===== config.mk =====
export PLATFORM = sky130hd
export DESIGN_NAME = wav_stream_to_stereo_pcm16
export DESIGN_NICKNAME = d
export VERILOG_FILES = /design/src/hw/rtl/wsp_pkg.sv /design/src/hw/rtl/wsp_front.sv /design/src/hw/rtl/wsp_queue.sv /design/src/hw/rtl/wsp_back.sv /design/src/hw/rtl/wav_stream_to_stereo_pcm16.sv
export SDC_FILE = /design/constraint.sdc
export NUM_CORES = 1
export LEC_CHECK = 0
export ABC_AREA = 1
export CAP_MARGIN = 25
export CELL_PAD_IN_SITES_DETAIL_PLACEMENT = 2
export CELL_PAD_IN_SITES_GLOBAL_PLACEMENT = 2
export CORE_MARGIN = 3
export CORE_UTILIZATION = 25
export CTS_CLUSTER_DIAMETER = 60
export DETAILED_ROUTE_END_ITERATION = 8
export DONT_BUFFER_PORTS = 1
export PLACE_DENSITY_LB_ADDON = 0.1
export SLEW_MARGIN = 20
export SYNTH_ARGS = -nofsm -noshare
export SYNTH_HDL_FRONTEND = slang
export SYNTH_HIERARCHICAL = 1
export SYNTH_SLANG_ARGS = --single-unit

===== constraint.sdc =====
create_clock -name clk -period 10.76 [get_ports clk]
set_clock_uncertainty 0.2 [all_clocks]
set_input_delay 2.152 -clock clk [delete_from_list [all_inputs] [get_ports clk]]
set_output_delay 2.152 -clock clk [all_outputs]
set_load 0.005 [all_outputs]

===== src/hw/rtl/wsp_pkg.sv =====
// Shared types and constants for the WAV stream parser.
// No dependencies; used by every module of the block.
package wsp_pkg;

  // Queue depth between parser and output stage
  localparam int QueueDepth = 4;

  // Tags as little-endian words, first file byte lowest
  localparam logic [31:0] TagRiff = 32'h4646_4952;
  localparam logic [31:0] TagWave = 32'h4556_4157;
  localparam logic [31:0] TagFmt  = 32'h2074_6D66;
  localparam logic [31:0] TagData = 32'h6174_6164;

  // Byte positions within the fmt body
  localparam logic [23:0] FmtChanLo = 24'd2;
  localparam logic [23:0] FmtChanHi = 24'd3;
  localparam logic [23:0] FmtRate0  = 24'd4;
  localparam logic [23:0] FmtRate1  = 24'd5;
  localparam logic [23:0] FmtRate2  = 24'd6;
  localparam logic [23:0] FmtRate3  = 24'd7;
  localparam logic [23:0] FmtBitsLo = 24'd14;
  localparam logic [23:0] FmtBitsHi = 24'd15;

  localparam logic [31:0] HeaderLast = 32'd11;

  typedef enum logic [2:0] {
    PH_HEADER     = 3'd0,
    PH_CHUNK_ID   = 3'd1,
    PH_CHUNK_SIZE = 3'd2,
    PH_FMT        = 3'd3,
    PH_DATA       = 3'd4,
    PH_SKIP       = 3'd5,
    PH_IDLE       = 3'd6
  } phase_t;

  typedef enum logic [1:0] {
    KIND_PAIR = 2'd0,
    KIND_FMT  = 2'd1,
    KIND_ERR  = 2'd2
  } kind_t;

  // Word passed from parser to output stage.
  // Pair: data[31:0] holds the raw frame bytes.
  // Format: data = {rate, bits, channels}.
  typedef struct packed {
    kind_t       kind;
    logic        mono;
    logic        wide8;
    logic [63:0] data;
  } wsp_rec_t;

endpackage


===== src/hw/rtl/wsp_front.sv =====
// Parser front end: RIFF/WAVE walk, fmt capture, frame gathering.
// Depends on wsp_pkg; pushes one word per result into wsp_queue.
module wsp_front
  import wsp_pkg::*;
(
  input  logic        clk,
  input  logic        rst_n,
  input  logic        take,
  input  logic [7:0]  in_byte,
  input  logic        in_start_of_file,
  output logic        rec_push,
  output wsp_rec_t    rec
);

  phase_t      phase_r, phase_nxt, ph_c;
  logic [31:0] bl_r, bl_nxt, bl_c;
  logic [31:0] tag_r, tag_nxt, tag_c;
  logic [31:0] rlen_r, rlen_nxt, rlen_c;
  logic [31:0] off_r, off_nxt, off_c;
  logic [15:0] ch_r, ch_nxt, ch_c;
  logic [15:0] bits_r, bits_nxt, bits_c;
  logic [31:0] rate_r, rate_nxt, rate_c;
  logic [23:0] fb_r, fb_nxt, fb_c;
  logic [1:0]  fi_r, fi_nxt, fi_c;
  logic        seen_r, seen_nxt, seen_c;

  logic        err, fin, next_chunk, chunk_ok, sat;
  logic [31:0] bshift, bl_sz, bl_dec, frame_all;
  logic [4:0]  fi_sh;
  logic        wide8, mono;
  logic [2:0]  flen;

  // start mark restarts the parser before the byte is taken
  always_comb begin
    if (in_start_of_file) begin
      ph_c = PH_HEADER; bl_c = '0; tag_c = '0; rlen_c = '0; off_c = '0;
      ch_c = '0; bits_c = '0; rate_c = '0; fb_c = '0; fi_c = '0; seen_c = 1'b0;
    end else begin
      ph_c = phase_r; bl_c = bl_r; tag_c = tag_r; rlen_c = rlen_r; off_c = off_r;
      ch_c = ch_r; bits_c = bits_r; rate_c = rate_r; fb_c = fb_r; fi_c = fi_r;
      seen_c = seen_r;
    end
  end

  assign sat      = (off_c == 32'hFFFF_FFFF);
  assign chunk_ok = (({1'b0, off_c} + (sat ? 33'd8 : 33'd9)) < {1'b0, rlen_c});
  assign fi_sh    = {fi_c, 3'b000};
  assign bshift   = {24'b0, in_byte} << fi_sh;
  assign bl_sz    = bl_c | bshift;
  assign bl_dec   = bl_c - 32'd1;
  assign wide8    = (bits_c == 16'd8);
  assign mono     = (ch_c == 16'd1);
  assign flen     = wide8 ? (mono ? 3'd1 : 3'd2) : (mono ? 3'd2 : 3'd4);
  assign frame_all = {8'b0, fb_c} | bshift;

  always_comb begin
    phase_nxt = phase_r; bl_nxt = bl_r; tag_nxt = tag_r; rlen_nxt = rlen_r;
    off_nxt = off_r; ch_nxt = ch_r; bits_nxt = bits_r; rate_nxt = rate_r;
    fb_nxt = fb_r; fi_nxt = fi_r; seen_nxt = seen_r;
    err = 1'b0; fin = 1'b0; next_chunk = 1'b0;
    rec_push = 1'b0;
    rec = '0;
    if (take) begin
      phase_nxt = ph_c; bl_nxt = bl_c; tag_nxt = tag_c; rlen_nxt = rlen_c;
      off_nxt = off_c; ch_nxt = ch_c; bits_nxt = bits_c; rate_nxt = rate_c;
      fb_nxt = fb_c; fi_nxt = fi_c; seen_nxt = seen_c;
      if (ph_c != PH_IDLE) begin
        off_nxt = sat ? off_c : off_c + 32'd1;
        case (ph_c)
          PH_HEADER: begin
            if (off_c[31:2] == '0) begin
              if (in_byte != TagRiff[{off_c[1:0], 3'b000} +: 8]) err = 1'b1;
            end else if (off_c[31:3] == '0) begin
              rlen_nxt = rlen_c | ({24'b0, in_byte} << {off_c[1:0], 3'b000});
            end else begin
              if (in_byte != TagWave[{off_c[1:0], 3'b000} +: 8]) begin
                err = 1'b1;
              end else if (off_c >= HeaderLast) begin
                next_chunk = 1'b1;
              end
            end
          end
          PH_CHUNK_ID: begin
            tag_nxt = tag_c | bshift;
            if (fi_c == 2'd3) begin
              fi_nxt    = '0;
              bl_nxt    = '0;
              phase_nxt = PH_CHUNK_SIZE;
            end else begin
              fi_nxt = fi_c + 2'd1;
            end
          end
          PH_CHUNK_SIZE: begin
            bl_nxt = bl_sz;
            if (fi_c == 2'd3) begin
              fi_nxt = '0;
              fb_nxt = '0;
              if (tag_c == TagFmt) begin
                ch_nxt    = '0;
                bits_nxt  = '0;
                rate_nxt  = '0;
                phase_nxt = PH_FMT;
                if (bl_sz == '0) fin = 1'b1;
              end else if (tag_c == TagData) begin
                if (!seen_c) begin
                  err = 1'b1;
                end else begin
                  phase_nxt = PH_DATA;
                  if (bl_sz == '0) next_chunk = 1'b1;
                end
              end else begin
                phase_nxt = PH_SKIP;
                if (bl_sz == '0) next_chunk = 1'b1;
              end
            end else begin
              fi_nxt = fi_c + 2'd1;
            end
          end
          PH_FMT: begin
            case (fb_c)
              FmtChanLo: ch_nxt[7:0]  = in_byte;
              FmtChanHi: ch_nxt[15:8] = in_byte;
              FmtRate0, FmtRate1, FmtRate2, FmtRate3:
                rate_nxt = rate_c | ({24'b0, in_byte} << {fb_c[1:0], 3'b000});
              FmtBitsLo: bits_nxt[7:0]  = in_byte;
              FmtBitsHi: bits_nxt[15:8] = in_byte;
              default: ;
            endcase
            if (fb_c != 24'hFF_FFFF) fb_nxt = fb_c + 24'd1;
            bl_nxt = bl_dec;
            if (bl_dec == '0) begin
              fb_nxt = '0;
              fin    = 1'b1;
            end
          end
          PH_DATA: begin
            if (({1'b0, fi_c} + 3'd1) < flen) begin
              fb_nxt = fb_c | bshift[23:0];
              fi_nxt = fi_c + 2'd1;
            end else begin
              rec_push   = 1'b1;
              rec.kind   = KIND_PAIR;
              rec.mono   = mono;
              rec.wide8  = wide8;
              rec.data   = {32'b0, frame_all};
              fi_nxt     = '0;
              fb_nxt     = '0;
            end
            bl_nxt = bl_dec;
            if (bl_dec == '0) begin
              fi_nxt     = '0;
              fb_nxt     = '0;
              next_chunk = 1'b1;
            end
          end
          PH_SKIP: begin
            bl_nxt = bl_dec;
            if (bl_dec == '0) next_chunk = 1'b1;
          end
          default: phase_nxt = PH_IDLE;
        endcase

        // closing a fmt chunk: only 8 or 16 bit depths are valid
        if (fin) begin
          if (bits_nxt != 16'd8 && bits_nxt != 16'd16) begin
            err = 1'b1;
          end else begin
            seen_nxt   = 1'b1;
            rec_push   = 1'b1;
            rec.kind   = KIND_FMT;
            rec.data   = {rate_nxt, bits_nxt, ch_nxt};
            next_chunk = 1'b1;
          end
        end

        if (err) begin
          rec_push  = 1'b1;
          rec       = '0;
          rec.kind  = KIND_ERR;
          phase_nxt = PH_IDLE;
        end else if (next_chunk) begin
          if (chunk_ok) begin
            phase_nxt = PH_CHUNK_ID;
            fi_nxt    = '0;
            tag_nxt   = '0;
          end else begin
            phase_nxt = PH_IDLE;
          end
        end
      end
    end
  end

  always_ff @(posedge clk) begin
    if (!rst_n) begin
      phase_r <= PH_HEADER;
      bl_r    <= '0;
      tag_r   <= '0;
      rlen_r  <= '0;
      off_r   <= '0;
      ch_r    <= '0;
      bits_r  <= '0;
      rate_r  <= '0;
      fb_r    <= '0;
      fi_r    <= '0;
      seen_r  <= 1'b0;
    end else begin
      phase_r <= phase_nxt;
      bl_r    <= bl_nxt;
      tag_r   <= tag_nxt;
      rlen_r  <= rlen_nxt;
      off_r   <= off_nxt;
      ch_r    <= ch_nxt;
      bits_r  <= bits_nxt;
      rate_r  <= rate_nxt;
      fb_r    <= fb_nxt;
      fi_r    <= fi_nxt;
      seen_r  <= seen_nxt;
    end
  end

endmodule


===== src/hw/rtl/wsp_queue.sv =====
// Short word queue between parser and output stage.
// Depends on wsp_pkg for the word type.
module wsp_queue
  import wsp_pkg::*;
#(
  parameter int DEPTH = QueueDepth
) (
  input  logic     clk,
  input  logic     rst_n,
  input  logic     push,
  input  wsp_rec_t push_rec,
  output logic     full,
  input  logic     pop,
  output logic     empty,
  output wsp_rec_t head
);

  localparam int PW = (DEPTH > 1) ? $clog2(DEPTH) : 1;
  localparam int CW = $clog2(DEPTH + 1);
  localparam logic [PW-1:0] PtrLast = PW'(DEPTH - 1);

  wsp_rec_t      slot_r [DEPTH];
  logic [PW-1:0] wr_r, wr_nxt, rd_r, rd_nxt;
  logic [CW-1:0] cnt_r, cnt_nxt;
  logic          do_push, do_pop;

  assign full    = (cnt_r == CW'(DEPTH));
  assign empty   = (cnt_r == '0);
  assign head    = slot_r[rd_r];
  assign do_push = push && !full;
  assign do_pop  = pop && !empty;

  always_comb begin
    wr_nxt  = wr_r;
    rd_nxt  = rd_r;
    cnt_nxt = cnt_r;
    if (do_push) wr_nxt = (wr_r == PtrLast) ? '0 : wr_r + PW'(1);
    if (do_pop)  rd_nxt = (rd_r == PtrLast) ? '0 : rd_r + PW'(1);
    if (do_push && !do_pop) cnt_nxt = cnt_r + CW'(1);
    if (!do_push && do_pop) cnt_nxt = cnt_r - CW'(1);
  end

  always_ff @(posedge clk) begin
    if (!rst_n) begin
      wr_r  <= '0;
      rd_r  <= '0;
      cnt_r <= '0;
    end else begin
      wr_r  <= wr_nxt;
      rd_r  <= rd_nxt;
      cnt_r <= cnt_nxt;
    end
  end

  always_ff @(posedge clk) begin
    if (do_push) slot_r[wr_r] <= push_rec;
  end

endmodule


===== src/hw/rtl/wsp_back.sv =====
// Output stage: turns queued words into result fields, holds them.
// Depends on wsp_pkg; drains wsp_queue.
module wsp_back
  import wsp_pkg::*;
(
  input  logic               clk,
  input  logic               rst_n,
  input  logic               q_empty,
  input  wsp_rec_t           q_head,
  output logic               q_pop,
  input  logic               pop,
  output logic               empty,
  output logic [1:0]         out_kind,
  output logic signed [15:0] out_left_sample,
  output logic signed [15:0] out_right_sample,
  output logic [15:0]        out_channel_count,
  output logic [15:0]        out_sample_bits,
  output logic [31:0]        out_sample_rate
);

  logic        valid_r;
  logic [1:0]  kind_r, kind_nxt;
  logic [15:0] left_r, left_nxt, right_r, right_nxt;
  logic [15:0] ch_r, ch_nxt, bits_r, bits_nxt;
  logic [31:0] rate_r, rate_nxt;
  logic [15:0] lo8, hi8;

  // 8-bit PCM is offset binary: flip the sign bit and scale up
  assign lo8 = {~q_head.data[7],  q_head.data[6:0],  8'h00};
  assign hi8 = {~q_head.data[15], q_head.data[14:8], 8'h00};

  assign q_pop = !q_empty && (!valid_r || pop);
  assign empty = !valid_r;

  always_comb begin
    kind_nxt  = q_head.kind;
    left_nxt  = '0;
    right_nxt = '0;
    ch_nxt    = '0;
    bits_nxt  = '0;
    rate_nxt  = '0;
    case (q_head.kind)
      KIND_PAIR: begin
        if (q_head.wide8) begin
          left_nxt  = lo8;
          right_nxt = q_head.mono ? lo8 : hi8;
        end else begin
          left_nxt  = q_head.data[15:0];
          right_nxt = q_head.mono ? q_head.data[15:0] : q_head.data[31:16];
        end
      end
      KIND_FMT: begin
        ch_nxt   = q_head.data[15:0];
        bits_nxt = q_head.data[31:16];
        rate_nxt = q_head.data[63:32];
      end
      default: ;
    endcase
  end

  always_ff @(posedge clk) begin
    if (!rst_n) begin
      valid_r <= 1'b0;
    end else if (q_pop) begin
      valid_r <= 1'b1;
    end else if (pop) begin
      valid_r <= 1'b0;
    end
  end

  always_ff @(posedge clk) begin
    if (q_pop) begin
      kind_r  <= kind_nxt;
      left_r  <= left_nxt;
      right_r <= right_nxt;
      ch_r    <= ch_nxt;
      bits_r  <= bits_nxt;
      rate_r  <= rate_nxt;
    end
  end

  assign out_kind          = kind_r;
  assign out_left_sample   = left_r;
  assign out_right_sample  = right_r;
  assign out_channel_count = ch_r;
  assign out_sample_bits   = bits_r;
  assign out_sample_rate   = rate_r;

endmodule


===== src/hw/rtl/wav_stream_to_stereo_pcm16.sv =====
// WAV byte stream to stereo 16-bit PCM: one byte accepted per cycle while full is low.
// A result word reaches the out_ ports by way of the queue and the output register:
// the parser writes it into the queue, the output stage pops it and registers it.
// in full rises only when the word queue (QUEUE_DEPTH words) is full.
// rst_n is synchronous, active low; it clears parser, queue and output state.
// A byte carrying in_start_of_file restarts the parser before being parsed.
module wav_stream_to_stereo_pcm16
  import wsp_pkg::*;
#(
  parameter int QUEUE_DEPTH = QueueDepth
) (
  input  logic               clk,
  input  logic               rst_n,
  // byte side
  input  logic               push,
  output logic               full,
  input  logic [7:0]         in_byte,
  input  logic               in_start_of_file,
  // result side
  output logic               empty,
  input  logic               pop,
  output logic [1:0]         out_kind,
  output logic signed [15:0] out_left_sample,
  output logic signed [15:0] out_right_sample,
  output logic [15:0]        out_channel_count,
  output logic [15:0]        out_sample_bits,
  output logic [31:0]        out_sample_rate
);

  // Front: the parser. Every accepted byte updates its registered state
  // and yields at most one word (sample frame, format or error).
  logic     take;
  logic     rec_push;
  wsp_rec_t rec;

  // Queue between parser and output stage; decouples the two sides so a
  // stalled reader does not stop bytes until the queue fills.
  logic     q_empty, q_pop;
  wsp_rec_t q_head;

  assign take = push && !full;

  wsp_front u_front (
    .clk              (clk),
    .rst_n            (rst_n),
    .take             (take),
    .in_byte          (in_byte),
    .in_start_of_file (in_start_of_file),
    .rec_push         (rec_push),
    .rec              (rec)
  );

  wsp_queue #(
    .DEPTH (QUEUE_DEPTH)
  ) u_queue (
    .clk      (clk),
    .rst_n    (rst_n),
    .push     (rec_push),
    .push_rec (rec),
    .full     (full),
    .pop      (q_pop),
    .empty    (q_empty),
    .head     (q_head)
  );

  // Back: widens 8-bit samples, copies mono to both sides and zeroes
  // fields that do not belong to the word's kind; holds the output word.
  wsp_back u_back (
    .clk               (clk),
    .rst_n             (rst_n),
    .q_empty           (q_empty),
    .q_head            (q_head),
    .q_pop             (q_pop),
    .pop               (pop),
    .empty             (empty),
    .out_kind          (out_kind),
    .out_left_sample   (out_left_sample),
    .out_right_sample  (out_right_sample),
    .out_channel_count (out_channel_count),
    .out_sample_bits   (out_sample_bits),
    .out_sample_rate   (out_sample_rate)
  );

endmodule

==> metrics.md <==
| Metric | Value |
|---|---|
| Syn Nets | 4423 |
| Slowest Stage Delay on Critical Path | slightly above 800 ps |
| Post-DRT Antenna Nets | 0 |
| Syn Area/Cell | roughly 7.6 um2 |
| Final net count | 4360 |
| HPWL Detailed | roughly 100000 um |
| Max IR drop VDD | about 0.00017 V |
| Total Routed Length | roughly 140000 um |
| DR WL/cell | about 23 um |
| Maximum root-to-sink buffer count | 3 |
| Total die area | around 140000 um2 |
| Final max-slew violation count | 0 |
| Crit path max fanout | 93 |
| Fin crit share | 68.5% |
| Row Count | between 100 and 150 |
| Setup bufs post-CTS | 0 |
| Design area | about 38000 um2 |
| Status | completed |
| Final GP Congestion | 0.797 |
| Hold bufs inserted after CTS | 0 |
| Adder-Cell Fraction of Synth Area | under 10% |
| Worst Hold Class | reg2reg |
| PD cells | between 200 and 250 nW/um2 |
| RSZ-0062 raised after global routing | no |
| Via density | approximately 4.9 |
| Minimum clock period | ~7400 ps |
| Num ports | approximately 110 |
| Worst-Margin Slew | 1030 ps |
| Critical path data arrival time | between 7000 and 8000 ps |
| Async SR Flop Fraction | 0% |
| CTS H-Tree Depth | 3 |
| CTS clk-pin slew, worst paths | ~60 ps |
| Crit path max-delay cell type | buf_4 |
| Largest family of logic cells by synthesized area | simple AND/OR/NAND/NOR gates |
| Synthesis Warnings | 6 |
| Post-Synthesis Cells | 4351 |
| Final Hold Vio Count | 0 |
| Root buffer cell | clkbuf_16 |
| Worst Path Required | about 11000 ps |
| Synth area leaders | edfxtp_1, dfxtp_1, nand2_1 |
| Drt pass-1 iters | 5 |
| Initial Utilization | 25.2% |
| Antenna violations before repair | 2 |
| Kind of critical path | in2reg |
| Core outline area | around 130000 um2 |
| # diodes | 0 |
| DP Cell Count | approximately 5900 |
| Static leakage | about 15 nW |
| Register area share after synthesis | a little under half |
| Compound-gate portion of the synthesized area | between 10% and 20% |
| Area after DPL | approximately 35000 um2 |
| Vias | around 30000 |
| Cell Area, Synth | ~33000 um2 |
| GRT Resource Usage Total | about a fifth |
| Kind of end point of the critical path | flip-flop |
| Share of layout cells above drive strength 1 | about 7.2% |
| Residual DRC | 0 |
| Pin count of the biggest net entering global routing | 94 |
| Die Wd | roughly 370 um |
| CTS tree | done |
| Cells along the critical path | inv_6 -> buf_4 -> nand2_2 -> ha_1 -> nand2_1 -> nor2_2 -> nand3_1 -> nor2_1 -> nand2_1 -> nand2_1 -> nor3_1 -> nand4_1 -> nand2_1 -> o31ai_1 -> inv_1 -> nand2_1 -> nor2_4 -> buf_12 |
| Max-cap violation count | 0 |
| First-pass GRT wire length | around 210000 um |
| GR peak layer | met2 |
| Met3 usage | under 10% |
| Flops & latches, synth | 602 |
| Unique masters post-synth | 63 |
| Area Growth Syn to Fin | 14.5% |
| Simple-gate share of the synthesized area | 25.8% |
| PortBufs | 0 |
| Met1 Use GR | between 20% and 30% |
| Number of global-route vias before repair | 32100 |
| Clk_lat worst skew | approximately 710 ps |
| Multiplexer share of the synthesized area | 0% |
| Final setup viols | 0 |
| Most common cell type on the critical path | nand2_1 |
| 1st-iter DRT viols | around 1500 |
| Yosys top cell by area | edfxtp_1 |
| Fillers | about 15000 |
| Number of flops mapped to enable cells by yosys | 370 |
| Post_cts resized | 0 |
| Cts bufs inserted | 98 |
| Fin cells | 6128 |
| Die Y-Extent | ~370 um |
| Slew headroom | between 30% and 40% |
| XOR/XNOR share of the synthesized area | 1.05% |
| Synth top area share | between 30% and 40% |
| Gr ovfl total | 0 |
| Met2 usage | 35.1% |
| Fmax | around 140 MHz |
| Clock Sinks | 602 |
| Main synth FF type | edfxtp_1 |
| CP startpoint kind | primary input |
| TNS Setup | 0 ps |
==> power by group <==
part           switching [mW]  internal [mW]  leakage (nW)
combinational            1.77          0.543          7.49
clock                    1.25           1.85          1.54
sequential              0.218           2.91          5.81
==> cells in the final DEF (no fill, tap or decap), types with 72 or more instances in the layout <==
cell type  netlist  final
nor2_1         698    692
clkbuf_16        0     99
nand4_1         72     72
inv_1          511    510
o21ai_0        325    325
o22ai_1        126    126
edfxtp_1       370    370
nand2_1        981    981
a21oi_1        234    233
nand3_1        148    148
dfxtp_1        232    230
==> state kept, by name (all words and copies together), names as in the netlist, 24 cells and up, named ones only <==
signal	flops
u_front/rate_r	32
u_front/rlen_r	32
u_front/bl_r	32
u_front/tag_r	32
u_queue/slot_r	272
u_front/off_r	32
u_front/fb_r	24
u_back/out_sample_rate	32
==> worst paths after layout <==
check,end,cells past startpoint,start,slack (ps)
max,u_queue/slot_r[2][35]$_DFFE_PP_,18,in_start_of_file,3390
min,u_front/bits_r[13]$_SDFFE_PN0P_,2,u_front/bits_r[13]$_SDFFE_PN0P_,270
max reg2reg,u_queue/slot_r[2][35]$_DFFE_PP_,17,u_front/fi_r[1]$_SDFFE_PN0P_,4320
min reg2reg,u_front/bits_r[13]$_SDFFE_PN0P_,2,u_front/bits_r[13]$_SDFFE_PN0P_,270
==> Yosys cell counts, types with 9 or more instances <==
library cell and n:
nor3_1 52, nand2_1 981, o21ai_0 325, xor2_1 27, inv_2 12, o221ai_1 23
nand2_2 22, a31oi_1 44, buf_4 10, o22ai_1 126, nor4_1 21, nand3_1 148
edfxtp_1 370, nor2_1 698, buf_1 10, o21a_1 10, o211ai_1 12, inv_1 511
buf_6 27, a32oi_1 11, nand4_1 72, dfxtp_1 232, ha_1 58, clkbuf_1 120
o21ai_1 44, a21oi_1 234, buf_2 29, nor2_2 26, xnor2_1 13, clkbuf_2 9
==> kinds of logic after synthesis <==
| group | after synthesis |
|---|---|
| AO/OA/AOI/OAI | 856 |
| flip-flops | 602 |
| adder cells (fa/ha/maj) | 59 |
| AND/OR/NAND/NOR | 2058 |
| XOR/XNOR | 40 |
| buffers and inverters | 736 |
==> worst max-delay path, delay by kind of cell <==
family                   cells  cell delay, ps
adder cells (fa/ha/maj)      1             350
AO/OA/AOI/OAI                1             200
buffers and inverters        4            1760
AND/OR/NAND/NOR             12            2720
==> through the flow <==
stage | util, % | hold WS [ps] | worst slack, ps | power (mW)
finish | 28.9 | 266 | 3390 | 8.54
detailed placement | 26.4 | 260 | 2780 | 5.57
CTS | 28.9 | 268 | 3530 | 8.75
floorplan | - | 245 | 2140 | 4.73
global route | 28.9 | 284 | 3020 | 9.12
global placement | 26.4 | 252 | 2870 | 5.52
==> layout make-up <==
cell class	count	area [um2]	share of cell area, %
tap	1755	2200	5.77
clock inverter	70	599	1.57
timing repair buffer	44	380	0.999
multi-input combinational	3013	14500	38.1
sequential	602	15800	41.4
inverter	529	2010	5.27
clock buffer	115	2620	6.87
==> metal layers <==
metal	wire (um)	up-vias
met3	4410	123
met4	2210	2
met5	13	-
met2	67700	347
li1	-	14400
met1	67000	15100
(Power assumes the default switching activity.)
